File: config.mk
export PLATFORM = sky130hd
export DESIGN_NAME = cds_mul
export DESIGN_NICKNAME = d
export VERILOG_FILES = /design/src/hdl/critically_damped_smoother_unit_defines.svh /design/src/hdl/cds_pkg.sv /design/src/hdl/cds_mul.sv
export SDC_FILE = /design/constraint.sdc
export NUM_CORES = 2
export LEC_CHECK = 0
export BUFFER_PORTS_ARGS = -buffer_cell sky130_fd_sc_hd__buf_2
export CAP_MARGIN = 40
export CORE_MARGIN = 2
export CORE_UTILIZATION = 65
export CTS_CLUSTER_SIZE = 8
export DETAILED_ROUTE_END_ITERATION = 10
export PLACE_DENSITY = 0.81
export SLEW_MARGIN = 20
export SYNTH_ARGS = -nofsm -noshare
export SYNTH_HDL_FRONTEND = slang
export SYNTH_SLANG_ARGS = --single-unit
File: constraint.sdc
create_clock -name clk -period 18.27 [get_ports clk]
set_input_delay 0.9135 -clock clk [delete_from_list [all_inputs] [get_ports clk]]
set_output_delay 0.9135 -clock clk [all_outputs]
set_load 0.05 [all_outputs]
File: src/hdl/critically_damped_smoother_unit_defines.svh
// Assertion macros for the critically damped smoother.
// Each macro needs clk and rst_n in the scope where it is used.
`ifndef CRITICALLY_DAMPED_SMOOTHER_UNIT_DEFINES_SVH
`define CRITICALLY_DAMPED_SMOOTHER_UNIT_DEFINES_SVH

`ifndef NO_ASSERTIONS
// Same-cycle implication
`define CDS_ASSERT_NOW(label, ante, cons) \
    label: assert property (@(posedge clk) disable iff (!rst_n) (ante) |-> (cons)) \
        else $error("cds assertion failed");
// Next-cycle implication
`define CDS_ASSERT_NEXT(label, ante, cons) \
    label: assert property (@(posedge clk) disable iff (!rst_n) (ante) |=> (cons)) \
        else $error("cds assertion failed");
`else
`define CDS_ASSERT_NOW(label, ante, cons)
`define CDS_ASSERT_NEXT(label, ante, cons)
`endif

`endif

File: src/hdl/cds_pkg.sv
`default_nettype none

package cds_pkg;

    typedef logic signed [31:0] q_t;

    localparam int TSTEP_W = 20;
    localparam int REG_W   = 31;
    localparam int CFG_IDX_W = 1;

    localparam q_t Q_MAX = 32'sh7FFF_FFFF;
    localparam q_t Q_MIN = 32'sh8000_0000;

    // Configuration register indexes
    localparam logic [CFG_IDX_W-1:0] CFG_SMOOTH_TIME = 1'b0;
    localparam logic [CFG_IDX_W-1:0] CFG_MAX_SPEED   = 1'b1;

    // Sequencer states
    typedef enum logic [5:0] {
        S_IDLE      = 6'b000001,
        S_DIV_OMEGA = 6'b000010,
        S_MUL_ISSUE = 6'b000100,
        S_MUL_DONE  = 6'b001000,
        S_DIV_DECAY = 6'b010000,
        S_FINISH    = 6'b100000
    } state_t;

    // Multiply steps, in issue order
    typedef enum logic [3:0] {
        OP_X      = 4'd0,
        OP_X2     = 4'd1,
        OP_X3     = 4'd2,
        OP_DEN2   = 4'd3,
        OP_DEN3   = 4'd4,
        OP_MAXCHG = 4'd5,
        OP_VDRIVE = 4'd6,
        OP_TMP    = 4'd7,
        OP_VBRAKE = 4'd8,
        OP_VEL    = 4'd9,
        OP_POS    = 4'd10
    } op_t;

    // Divider status
    typedef struct packed {
        logic busy;
        logic done;
    } div_stat_t;

    // Saturate a 33-bit exact sum to 32 bits
    function automatic q_t sat33(input logic signed [32:0] v);
        q_t r;
        if (v[32] != v[31])
            r = v[32] ? Q_MIN : Q_MAX;
        else
            r = v[31:0];
        return r;
    endfunction

    function automatic q_t add_sat(input q_t a, input q_t b);
        logic signed [32:0] s;
        s = $signed({a[31], a}) + $signed({b[31], b});
        return sat33(s);
    endfunction

    function automatic q_t sub_sat(input q_t a, input q_t b);
        logic signed [32:0] s;
        s = $signed({a[31], a}) - $signed({b[31], b});
        return sat33(s);
    endfunction

endpackage

`default_nettype wire

File: src/hdl/cds_mul.sv
`default_nettype none

// Shared fixed-point multiplier: registered 64-bit product, then
// floor shift by FRAC_BITS and saturation to 32 bits.
module cds_mul import cds_pkg::*; #(
    parameter int FRAC_BITS = 16
) (
    input  logic clk,
    input  q_t   a,
    input  q_t   b,
    output q_t   prod
);

    logic signed [63:0] prod_reg;
    logic signed [63:0] shifted;
    logic               ovf;

    // Register the full product
    always_ff @(posedge clk)
    begin
        prod_reg <= a * b;
    end

    // Arithmetic shift rounds toward minus infinity
    assign shifted = prod_reg >>> FRAC_BITS;
    assign ovf     = (|shifted[63:31]) && !(&shifted[63:31]);
    assign prod    = ovf ? (shifted[63] ? Q_MIN : Q_MAX) : shifted[31:0];

endmodule

`default_nettype wire

==> qor.json <==
{
  "status": "completed",
  "largest_reg_flops": 48,
  "die_area_um2": 58900,
  "gate_count_of_the_mapped_netlist": 3907,
  "hold_path_depth": 1,
  "layout_commonest_cell": "fa_1",
  "design.core.area_um2": 56390,
  "holdCritPathClass": "flop to primary output",
  "clock_sinks": 48,
  "final-hold-violation-count": 0,
  "timing.fmax_mhz": 113.8,
  "drt-pass1-iter-count": 5,
  "gr-max-usage-layer": "met2",
  "hold_ws_ns": 1.781,
  "boundaryPins": 97,
  "series_of_cell_instances_along_the_critical_path": "buf_2 -> nand2_1 -> inv_1 -> fa_1 -> fa_1 -> fa_1 -> fa_1 -> inv_1 -> fa_1 -> inv_1 -> fa_1 -> fa_1 -> fa_1 -> ha_1 -> a21o_1 -> a21o_1 -> a21o_1 -> a21o_1 -> a21oi_4 -> o21ai_0 -> a2111o_1 -> o311ai_1",
  "cp_top_family": "adder cells",
  "max_slew.worst_pin.slew_ns": 0.9019,
  "cts_tree": "built",
  "crit_fanout": 32,
  "fin_crit_sh_pct": 48.10,
  "route.vias.total": 25970,
  "cp.depth": 22,
  "groute.layer.met2.usage_pct": 58.07,
  "grt_use_met3_pct": 3.538,
  "place.gp.congestion": 0.9135,
  "yosysWarnings": 0,
  "timing.max_cap.violations": 0,
  "synthesis.nets": 5233,
  "critPathLaunchType": "input pin",
  "ctsHoldBuffers": 0,
  "critical-path-top-cell-by-count": "fa_1",
  "worstHoldStart": "prod_reg[63]",
  "worst_path_max_delay_cell": "fa_1",
  "slew_headroom_pct": 39.87,
  "mappedNetlistArea_um2": 37030,
  "postCtsSetupBuffers": 0,
  "ctsRootBufferMaster": "clkbuf_16",
  "final_wirelength_mm": 90.09,
  "rows": 87,
  "synth-edff-count": 0,
  "ff_latch_area_um2": 960.9,
  "utilization_after_layout_pct": 67.24,
  "grt_util_met1_pct": 38.79,
  "nature_of_the_critical_path_endpoint": "flop",
  "grtUsageTotal_pct": 32.42,
  "total_drc_errors_in_the_routed_layout": 0,
  "die_height_um": 242.7,
  "cts_buffers": 5,
  "nNetsFinal": 5134,
  "clock_edge_transition_at_the_registers_on_the_reported_setup_and_hold_paths_ns": 0.07,
  "fin_crit_ns": 8.787,
  "timing.critical_path.from": "b[2]",
  "grt_setup_unrepaired": "no",
  "ys_seq_area_share_pct": 2.595,
  "synth_async_sr_flop_share_pct": 0,
  "mean_post_synth_cell_area_um2": 9.479,
  "fin_setup_tns_ns": 0,
  "area_used_by_multi_input_combinational_logic_um2": 31680,
  "numPortBuffers": 96,
  "area_delta_synth_final_pct": 2.385,
  "overflow": 0,
  "timing.critical_path.buf_inv": 4,
  "cpPeakStageDelay_ns": 0.94,
  "layout_common_cells": "fa_1 (1081), inv_1 (963), nand2_1 (513), and2_1 (510), ha_1 (180)",
  "antenna_left": 0,
  "detail_route.wl_per_cell_um": 19.73,
  "crit_type": "input pin to flop",
  "cp_data_required_time_ns": 18.47,
  "drt_iter0_markers": 1652,
  "grt_first_pass_wirelength_mm": 150.3,
  "dominantRegCellSynth": "dfxtp_1",
  "clock_tree.buffer_depth": 2,
  "crit_arrival_ns": 8.99,
  "initial_utilization_pct": 65.68,
  "initial_antenna_violation_count": 5,
  "number_of_global_route_vias_before_repair": 29580,
  "final.fill_count": 4445,
  "maximum_number_of_pins_on_one_net_before_global_route_repair": 33,
  "count_of_instances_resized_after_the_clock_tree_is_built": 0,
  "yosys_reg_bits": 48,
  "max_slew_violations": 0,
  "avgViaCountPerCell": 5.687,
  "cts_max_level": 2,
  "chipWidth_um": 242.7,
  "detailed_place_hpwl_mm": 73.63,
  "drive_above_1_share_pct": 3.413,
  "report.final.setup_viol": 0,
  "number_of_library_cell_types_mapped_by_synthesis": 59
}
-- cell usage after synthesis, types with 12 or more instances --
cell | instances | area [um^2]
fa_1 | 1081 | 21640
nor2_1 | 54 | 202.7
ha_1 | 180 | 2252
nand3_1 | 12 | 60.06
a21oi_1 | 54 | 270.3
nand2_1 | 513 | 1926
and2_1 | 510 | 3191
o21ai_0 | 32 | 160.2
xnor2_1 | 41 | 359.1
xor2_1 | 19 | 166.4
inv_1 | 963 | 3615
a21o_1 | 71 | 533.0
dfxtp_1 | 48 | 960.9
clkbuf_1 | 205 | 769.5
nand4_1 | 19 | 118.9
-- stage by stage --
stage                     setup WS (ns)  instances  instance area, um^2
final                             9.483       4567                37920
after floorplan                   10.10       3907                37030
after global placement            9.403       4556                37740
after global routing              9.050       4567                37920
after detailed placement          9.179       4557                37770
after CTS                         9.466       4565                37910
-- cell type report --
| cell class | count | area share [%] |
|---|---|---|
| inverters | 963 | 9.533 |
| flip-flops and latches | 48 | 2.534 |
| multi-input cells | 2685 | 83.55 |
| diodes | 2 | 0.01320 |
| well taps | 756 | 2.495 |
| clock buffers | 5 | 0.3300 |
| repair buffers | 105 | 1.498 |
| clock inverters | 3 | 0.04950 |
-- layer usage --
metal | routed length [um] | share of wire [%] | vias up
met4 | 5752 | 6.4 | 4
met1 | 31110 | 35 | 13590
met3 | 5388 | 6.0 | 343
met2 | 47810 | 53 | 1127
met5 | 28 | 0.031 | -
li1 | - | - | 10910
-- logic make-up after synthesis --
logic type / share of synthesized area, %
compound gates: 4.014
xor+xnor: 1.419
fa+ha+maj: 64.52
buf+inv: 11.91
flops: 2.595
simple gates: 15.55
-- final timing paths --
check,to,slack [ns]
setup / recovery,prod_reg[58],9.48
hold / removal,prod[31],1.78
Power is not shown: default switching activity piles up to over one toggle a cycle in this logic, so the estimate is an artifact.
