<file path="src/hdl/critically_damped_smoother_unit_defines.svh">
// Assertion macros for the critically damped smoother.
// Each macro needs clk and rst_n in the scope where it is used.
`ifndef CRITICALLY_DAMPED_SMOOTHER_UNIT_DEFINES_SVH
`define CRITICALLY_DAMPED_SMOOTHER_UNIT_DEFINES_SVH

`ifndef NO_ASSERTIONS
// Same-cycle implication
`define CDS_ASSERT_NOW(label, ante, cons) \
    label: assert property (@(posedge clk) disable iff (!rst_n) (ante) |-> (cons)) \
        else $error("cds assertion failed");
// Next-cycle implication
`define CDS_ASSERT_NEXT(label, ante, cons) \
    label: assert property (@(posedge clk) disable iff (!rst_n) (ante) |=> (cons)) \
        else $error("cds assertion failed");
`else
`define CDS_ASSERT_NOW(label, ante, cons)
`define CDS_ASSERT_NEXT(label, ante, cons)
`endif

`endif

</file>
<file path="src/hdl/cds_pkg.sv">
`default_nettype none

package cds_pkg;

    typedef logic signed [31:0] q_t;

    localparam int TSTEP_W = 20;
    localparam int REG_W   = 31;
    localparam int CFG_IDX_W = 1;

    localparam q_t Q_MAX = 32'sh7FFF_FFFF;
    localparam q_t Q_MIN = 32'sh8000_0000;

    // Configuration register indexes
    localparam logic [CFG_IDX_W-1:0] CFG_SMOOTH_TIME = 1'b0;
    localparam logic [CFG_IDX_W-1:0] CFG_MAX_SPEED   = 1'b1;

    // Sequencer states
    typedef enum logic [5:0] {
        S_IDLE      = 6'b000001,
        S_DIV_OMEGA = 6'b000010,
        S_MUL_ISSUE = 6'b000100,
        S_MUL_DONE  = 6'b001000,
        S_DIV_DECAY = 6'b010000,
        S_FINISH    = 6'b100000
    } state_t;

    // Multiply steps, in issue order
    typedef enum logic [3:0] {
        OP_X      = 4'd0,
        OP_X2     = 4'd1,
        OP_X3     = 4'd2,
        OP_DEN2   = 4'd3,
        OP_DEN3   = 4'd4,
        OP_MAXCHG = 4'd5,
        OP_VDRIVE = 4'd6,
        OP_TMP    = 4'd7,
        OP_VBRAKE = 4'd8,
        OP_VEL    = 4'd9,
        OP_POS    = 4'd10
    } op_t;

    // Divider status
    typedef struct packed {
        logic busy;
        logic done;
    } div_stat_t;

    // Saturate a 33-bit exact sum to 32 bits
    function automatic q_t sat33(input logic signed [32:0] v);
        q_t r;
        if (v[32] != v[31])
            r = v[32] ? Q_MIN : Q_MAX;
        else
            r = v[31:0];
        return r;
    endfunction

    function automatic q_t add_sat(input q_t a, input q_t b);
        logic signed [32:0] s;
        s = $signed({a[31], a}) + $signed({b[31], b});
        return sat33(s);
    endfunction

    function automatic q_t sub_sat(input q_t a, input q_t b);
        logic signed [32:0] s;
        s = $signed({a[31], a}) - $signed({b[31], b});
        return sat33(s);
    endfunction

endpackage

`default_nettype wire

</file>
<file path="src/hdl/cds_div.sv">
`default_nettype none

// Restoring unsigned divider, one quotient bit per cycle.
module cds_div import cds_pkg::*; #(
    parameter int NUM_W = 34,
    parameter int DEN_W = 31
) (
    input  logic             clk,
    input  logic             rst_n,
    input  logic             start,
    input  logic [NUM_W-1:0] num,
    input  logic [DEN_W-1:0] den,
    output logic [NUM_W-1:0] quot,
    output div_stat_t        stat
);

    localparam int CNT_W = $clog2(NUM_W + 1);

    logic             busy_reg;
    logic [CNT_W-1:0] cnt_reg;
    logic [NUM_W-1:0] nq_reg;
    logic [DEN_W-1:0] rem_reg;
    logic [DEN_W-1:0] den_reg;
    logic [DEN_W:0]   rem_sh;
    logic [DEN_W:0]   diff;
    logic             ge;
    logic             stepping;

    // Trial subtract of the shifted remainder
    assign rem_sh   = {rem_reg, nq_reg[NUM_W-1]};
    assign diff     = rem_sh - {1'b0, den_reg};
    assign ge       = !diff[DEN_W];
    assign stepping = busy_reg && (cnt_reg != '0);

    // Control
    always_ff @(posedge clk or negedge rst_n)
    begin
        if (!rst_n)
        begin
            busy_reg <= 1'b0;
            cnt_reg  <= '0;
        end
        else if (start)
        begin
            busy_reg <= 1'b1;
            cnt_reg  <= CNT_W'(NUM_W);
        end
        else if (stepping)
        begin
            cnt_reg <= cnt_reg - 1'b1;
        end
        else
        begin
            busy_reg <= 1'b0;
        end
    end

    // Datapath: dividend shifts out at the top, quotient fills from the bottom
    always_ff @(posedge clk)
    begin
        if (start)
        begin
            nq_reg  <= num;
            rem_reg <= '0;
            den_reg <= den;
        end
        else if (stepping)
        begin
            nq_reg  <= {nq_reg[NUM_W-2:0], ge};
            rem_reg <= ge ? diff[DEN_W-1:0] : rem_sh[DEN_W-1:0];
        end
    end

    assign quot      = nq_reg;
    assign stat.busy = busy_reg;
    assign stat.done = busy_reg && (cnt_reg == '0);

endmodule

`default_nettype wire
</file>
<file path="config.mk">
export PLATFORM = sky130hd
export DESIGN_NAME = cds_div
export DESIGN_NICKNAME = d
export VERILOG_FILES = /design/src/hdl/critically_damped_smoother_unit_defines.svh /design/src/hdl/cds_pkg.sv /design/src/hdl/cds_div.sv
export SDC_FILE = /design/constraint.sdc
export NUM_CORES = 1
export LEC_CHECK = 0
export ABC_AREA = 0
export BUFFER_PORTS_ARGS = -buffer_cell sky130_fd_sc_hd__buf_2
export CORE_MARGIN = 3
export CORE_UTILIZATION = 51
export DETAILED_ROUTE_END_ITERATION = 8
export GPL_ROUTABILITY_DRIVEN = 0
export PLACE_DENSITY_LB_ADDON = 0.05
export SLEW_MARGIN = 20
export SYNTH_ARGS = -nofsm -noshare
export SYNTH_HDL_FRONTEND = slang
export SYNTH_SLANG_ARGS = --single-unit
</file>
<file path="constraint.sdc">
create_clock -name clk -period 2.9 [get_ports clk]
set_input_delay 0.58 -clock clk [delete_from_list [all_inputs] [get_ports clk]]
set_output_delay 0.58 -clock clk [all_outputs]
set_load 0.03 [all_outputs]
</file>
==> results.json, run 1 <==
{
  "worst_r2r_path_depth": 13,
  "holdWs_ns": 0.0494,
  "max_freq_mhz": 356,
  "yosys-top-cells-area": "edfxtp_1 (33%), dfxtp_1 (10%), ha_1 (7.0%), mux2_2 (6.5%), mux2i_1 (3.7%)",
  "synth_top_area_cell": "edfxtp_1",
  "cp_num_cells": 13,
  "numPortBuffers": 103,
  "layout-drive-gt1-share": 0.341,
  "fin_crit_sh": 0.968,
  "grt_pass1_wl_mm": 21.6,
  "htreeDepth": 3,
  "dp_hpwl_mm": 9.78,
  "synth-edff-count": 65,
  "cp_max_fo": 8,
  "vias": 4674,
  "cts_buffers": 9,
  "area_growth_pct": 25.5,
  "power_leakage_uw": 0.00331,
  "firstDrtPassIters": 5,
  "crit_type": "reg2reg",
  "endpoint": "rem_reg[0]",
  "grtUsageTotal": 0.208,
  "slew_headroom": 0.500,
  "yosys_warnings": 0,
  "crit_top_cell": "a211oi_2",
  "ys_seq_area_frac": 0.465,
  "insertion_delay_ns": 0.35,
  "synthFlopType": "edfxtp_1",
  "fin_cells": 846,
  "antenna_found_initial": 0,
  "dieHeight_um": 114,
  "max_stage_delay_ns": 0.33,
  "placedInstanceArea_mm2": 0.00694,
  "worstPathRequired_ns": 3.17,
  "timing.rr.start": "den_reg[4]",
  "synth.distinct_cells": 61,
  "core-area_mm2": 0.0111,
  "cpMaxStageDelayCell": "edfxtp_1",
  "worst_pin_slew_ns": 0.743,
  "slew_violations": 0,
  "clock_path_buffers": 2,
  "synth_common_cells": "edfxtp_1 (65), nor2_1 (53), inv_1 (42), mux2_2 (34), ha_1 (33)",
  "via_per_inst": 5.52,
  "clock-sinks": 103,
  "r2r_end": "rem_reg[0]",
  "die-width_um": 114,
  "die-area_mm2": 0.0129,
  "syn_area_mm2": 0.00591,
  "start_util": 0.534,
  "finalWirelength_mm": 13.4,
  "num_rows": 38,
  "max-vdd-ir-drop_v": 0.000748,
  "grt_max_degree": 55,
  "async_flop_share": 0.0680,
  "insertedDiodeCount": 0,
  "synthDominantCellAreaShare": 0.330,
  "skew_ns": 0.00611,
  "clk_pin_slew_worst_paths_ns": 0.07,
  "synth_most_common_cell": "edfxtp_1",
  "r2r_slack_ns": 0.09,
  "netlist_instances": 549,
  "timing.max_cap.violations": 0,
  "ant_nets": 0,
  "holdBufCountCts": 0,
  "placed_cells": 825,
  "hold_viol": 0,
  "final_cell_area_mm2": 0.00742,
  "final_core_util": 0.670,
  "fill_cells": 921,
  "nets": 803,
  "critPathCaptureType": "flip-flop",
  "wl_per_cell_um": 15.9,
  "startpoint_type": "flip-flop",
  "cts-root-buf": "clkbuf_16",
  "worstSetupStartpoint": "den_reg[4]",
  "largest_register_ffs": 34,
  "gr-total-overflow": 0,
  "drt_iter0_drc": 173,
  "status": "complete, no violations",
  "setup_ws_ns": 0.0920,
  "crit_family": "compound AO/OA/AOI/OAI gates",
  "path_buf_inv": 3,
  "setup_viol": 0,
  "p_per_area_mw_per_mm2": 986,
  "syn_avg_cell_area_um2": 10.8,
  "arrival_ns": 3.08,
  "cts_tree": "yes",
  "synth_nets": 651,
  "path_cells": "inv_1 -> ha_1 -> a21o_1 -> a211oi_1 -> buf_4 -> a211oi_2 -> o21ai_1 -> a21oi_2 -> a21oi_4 -> xnor2_4 -> buf_12 -> mux2_4 -> a211oi_2",
  "drcViolationCount": 0,
  "grt_pass1_vias": 4592,
  "place_ws_ns": -0.111,
  "synth_seq_cells": 103,
  "hold_class": "in2async",
  "pin_count": 104,
  "min_period_ns": 2.81
}
[area by class of cell]
| class | count | area, um2 | area share |
|---|---|---|---|
| clock buffer | 10 | 239 | 0.0322 |
| clock inverter | 6 | 52.6 | 0.00708 |
| inverter | 42 | 158 | 0.0212 |
| multi-input combinational | 383 | 3030 | 0.409 |
| sequential | 103 | 2750 | 0.370 |
| tap | 140 | 175 | 0.0236 |
| timing repair buffer | 162 | 1010 | 0.137 |
[layout by cell type, fill, tap and decap left out, types with 5 or more instances in the layout]
cell type  count
buf_2        102
edfxtp_1      65
buf_4         54
nor2_1        53
inv_1         42
mux2_2        34
dfxtp_1       31
ha_1          30
nand2_1       25
a21oi_1       25
a211oi_1      23
mux2i_1       22
xnor2_1       18
a21o_1        13
xor2_1        13
clkbuf_16     10
nand3_1        9
o21ai_0        8
dfrtp_1        7
nor3_1         6
and3_1         5
nand2b_1       5
o211ai_1       5
o21a_1         5
a21oi_2        5
nand3b_1       5
[per-stage QoR]
| step | power (uW) | setup TNS [ns] |
|---|---|---|
| floorplan | 4690 | 0 |
| global placement | 5730 | -0.120 |
| detailed placement | 5800 | -1.43 |
| CTS | 7080 | 0 |
| global route | 7800 | -0.00548 |
| finish | 7310 | 0 |
[worst min path at each step]
stage | from | end | slack [ns]
floorplan | rst_n | busy_reg | 0.28
global placement | rst_n | busy_reg | 0.42
detailed placement | rst_n | busy_reg | 0.42
CTS | rst_n | busy_reg | 0.04
global route | rst_n | busy_reg | 0.05
finish | rst_n | busy_reg | 0.05
[repair_timing]
action,in CTS,in global routing
pin swaps,5,12
resized for setup,9,18
setup buffers,0,3
endpoints found under the setup margin,25,29
gates cloned,1,1
hold endpoints to repair,0,0
[power by group]
part | internal [uW] | switching, uW | total (uW) | leakage (uW)
logic | 1940 | 1980 | 3910 | 0.00217
clock network | 619 | 555 | 1170 | 0.000144
registers | 1950 | 279 | 2230 | 0.000998
[logic make-up after synthesis]
logic type / Yosys count / share of synthesized area
xor gates and xnor gates: 32 / 0.0506
and+or+nand+nor: 133 / 0.109
DFF: 103 / 0.465
adders and majority gates: 34 / 0.0732
buffers and inverters: 64 / 0.0442
muxes: 57 / 0.104
AOI/OAI and AO/OA: 126 / 0.154
[routing by layer]
metal,wire length [um],track usage
met4,243,0.0641
met2,6350,0.334
met1,6110,0.274
met5,0,0
met3,715,0.0578
(Power assumes the default switching activity.)
==> run 2, diff against run 1 <==
Settings changed: BUFFER_PORTS_ARGS -buffer_cell sky130_fd_sc_hd__buf_2 to -buffer_cell sky130_fd_sc_hd__clkbuf_2.
==> run 2 against run 1 <==
Maximum frequency is 1.6% lower. Die area stayed put. First-iteration DRC count is 72% higher. Final cell count is 1.8% lower. Critical path depth stayed put.
==> results.json, run 2 (synthesized netlist as in run 1, its figures left out) <==
{
  "status": "complete, no violations",
  "fin_crit_sh": 0.984,
  "power.share.switching": 0.386,
  "layout-drive-gt1-share": 0.340,
  "ant_nets": 0,
  "power_leakage_uw": 0.00329,
  "p_int_uw": 4610,
  "dp_hpwl_mm": 9.37,
  "clockPowerShare": 0.170,
  "cp_max_fo": 8,
  "cts_buffers": 9,
  "grtUsageTotal": 0.206,
  "via_per_inst": 5.54,
  "die-width_um": 114,
  "core-area_mm2": 0.0111,
  "skew_ns": 0.0146,
  "die-area_mm2": 0.0129,
  "slew_violations": 0,
  "met3WireLength_um": 868,
  "p_switching_uw": 2900,
  "cts-root-buf": "clkbuf_16",
  "wl_met1_mm": 6.03,
  "startpoint_type": "flip-flop",
  "drt_iter0_drc": 298,
  "grt_max_degree": 55,
  "crit_type": "reg2reg",
  "largest_register_ffs": 34,
  "clock-sinks": 103,
  "antenna_found_initial": 0,
  "slew_headroom": 0.417,
  "gr-total-overflow": 0,
  "insertedDiodeCount": 0,
  "nets": 788,
  "worst_pin_slew_ns": 0.874,
  "num_rows": 38,
  "critPathCaptureType": "flip-flop",
  "timing.rr.start": "den_reg[16]",
  "worstSetupStartpoint": "den_reg[16]",
  "vias": 4605,
  "final_common_cell": "clkbuf_2",
  "drcViolationCount": 0,
  "cts_tree": "yes",
  "final_core_util": 0.671,
  "p_comb_frac": 0.528,
  "clk_pin_slew_worst_paths_ns": 0.07,
  "arrival_ns": 3.07,
  "htreeDepth": 3,
  "firstDrtPassIters": 5,
  "worstPathRequired_ns": 3.12,
  "final_cell_mix": "clkbuf_2 (102), edfxtp_1 (65), nor2_1 (53), inv_1 (40), buf_4 (38)",
  "max-vdd-ir-drop_v": 0.000810,
  "max_freq_mhz": 351,
  "clock_path_buffers": 2,
  "hold_class": "in2async",
  "finalWirelength_mm": 13.4,
  "pin_count": 104,
  "top_layer": "met4",
  "dieHeight_um": 114,
  "area_growth_pct": 25.7,
  "min_period_ns": 2.85,
  "final_cell_area_mm2": 0.00743,
  "power_frac_seq": 0.302,
  "wl_met2_mm": 6.36,
  "grt_pass1_vias": 4536,
  "holdBufCountCts": 0,
  "rsz0062_at_grt": "true",
  "insertion_delay_ns": 0.36,
  "hold_viol": 0,
  "setup_viol": 0,
  "start_util": 0.534,
  "wl_per_cell_um": 16.1,
  "numPortBuffers": 103,
  "grt_pass1_wl_mm": 21.5,
  "placedInstanceArea_mm2": 0.00677,
  "timing.max_cap.violations": 0,
  "p_per_area_mw_per_mm2": 1010
}
[run 2: layout make-up]
class / count / area (um2)
timing repair buffer: 147 / 923
clock inverter: 7 / 83.8
multi-input combinational: 383 / 3120
inverter: 42 / 158
fill: 886 / 3650
clock buffer: 9 / 225
sequential: 103 / 2750
tap: 140 / 175
[run 2: repair_timing]
item                                    CTS  global route
resized for setup                         1            37
endpoints found under the setup margin   16            31
pin swaps                                 1            22
setup buffers                             0             8
cloned                                    0             4
[run 2: critical path, cell delays in order, from the launching register on]
cell,delay [ns]
edfxtp_1,0.40
inv_2,0.08
ha_4,0.21
a21o_1,0.15
a21o_1,0.15
a32o_2,0.24
a2111oi_4,0.33
a21oi_2,0.12
a21oi_4,0.24
xnor2_4,0.15
buf_12,0.17
clkbuf_16,0.17
mux2i_4,0.23
a211oi_2,0.08
[run 2: path summary, 6_finish.rpt]
kind	slack (ns)	cells past startpoint	endpoint
worst max-delay path	0.05	13	rem_reg[2]
worst min-delay path	0.06	1	busy_reg
worst max register to register	0.05	13	rem_reg[2]
worst min register to register	0.52	2	rem_reg[9]
max in group asynchronous	2.68	1	cnt_reg[2]
min in group clk	0.39	1	den_reg[30]
[run 2: metal layers]
metal	track usage	vias to the layer above
met5	0	-
met2	0.325	122
met4	0.0545	0
met1	0.282	2170
li1	-	2302
met3	0.0578	11
[run 2: per-stage QoR]
step	setup WS (ns)	hold WS, ns	total power [uW]	instances	setup TNS, ns
2_1_floorplan	0.0643	0.284	4690	549	0
3_3_place_gp	0.0726	0.423	5570	803	0
3_5_place_dp	-0.0235	0.426	5620	803	-0.0531
4_1_cts	-0.0281	0.0428	6930	819	-0.0281
5_1_grt	-0.0409	0.0550	8010	831	-0.405
6_report	0.0475	0.0550	7510	831	0
[run 2: power groups by stage]
| stage | combinational (uW) | sequential (uW) | clock (uW) |
|---|---|---|---|
| 3_3_place_gp | 3320 | 2250 | 0 |
| 3_5_place_dp | 3360 | 2250 | 0 |
| 2_1_floorplan | 2320 | 2370 | 0 |
| 6_report | 3960 | 2270 | 1280 |
| 4_1_cts | 3390 | 2230 | 1320 |
| 5_1_grt | 4320 | 2320 | 1370 |
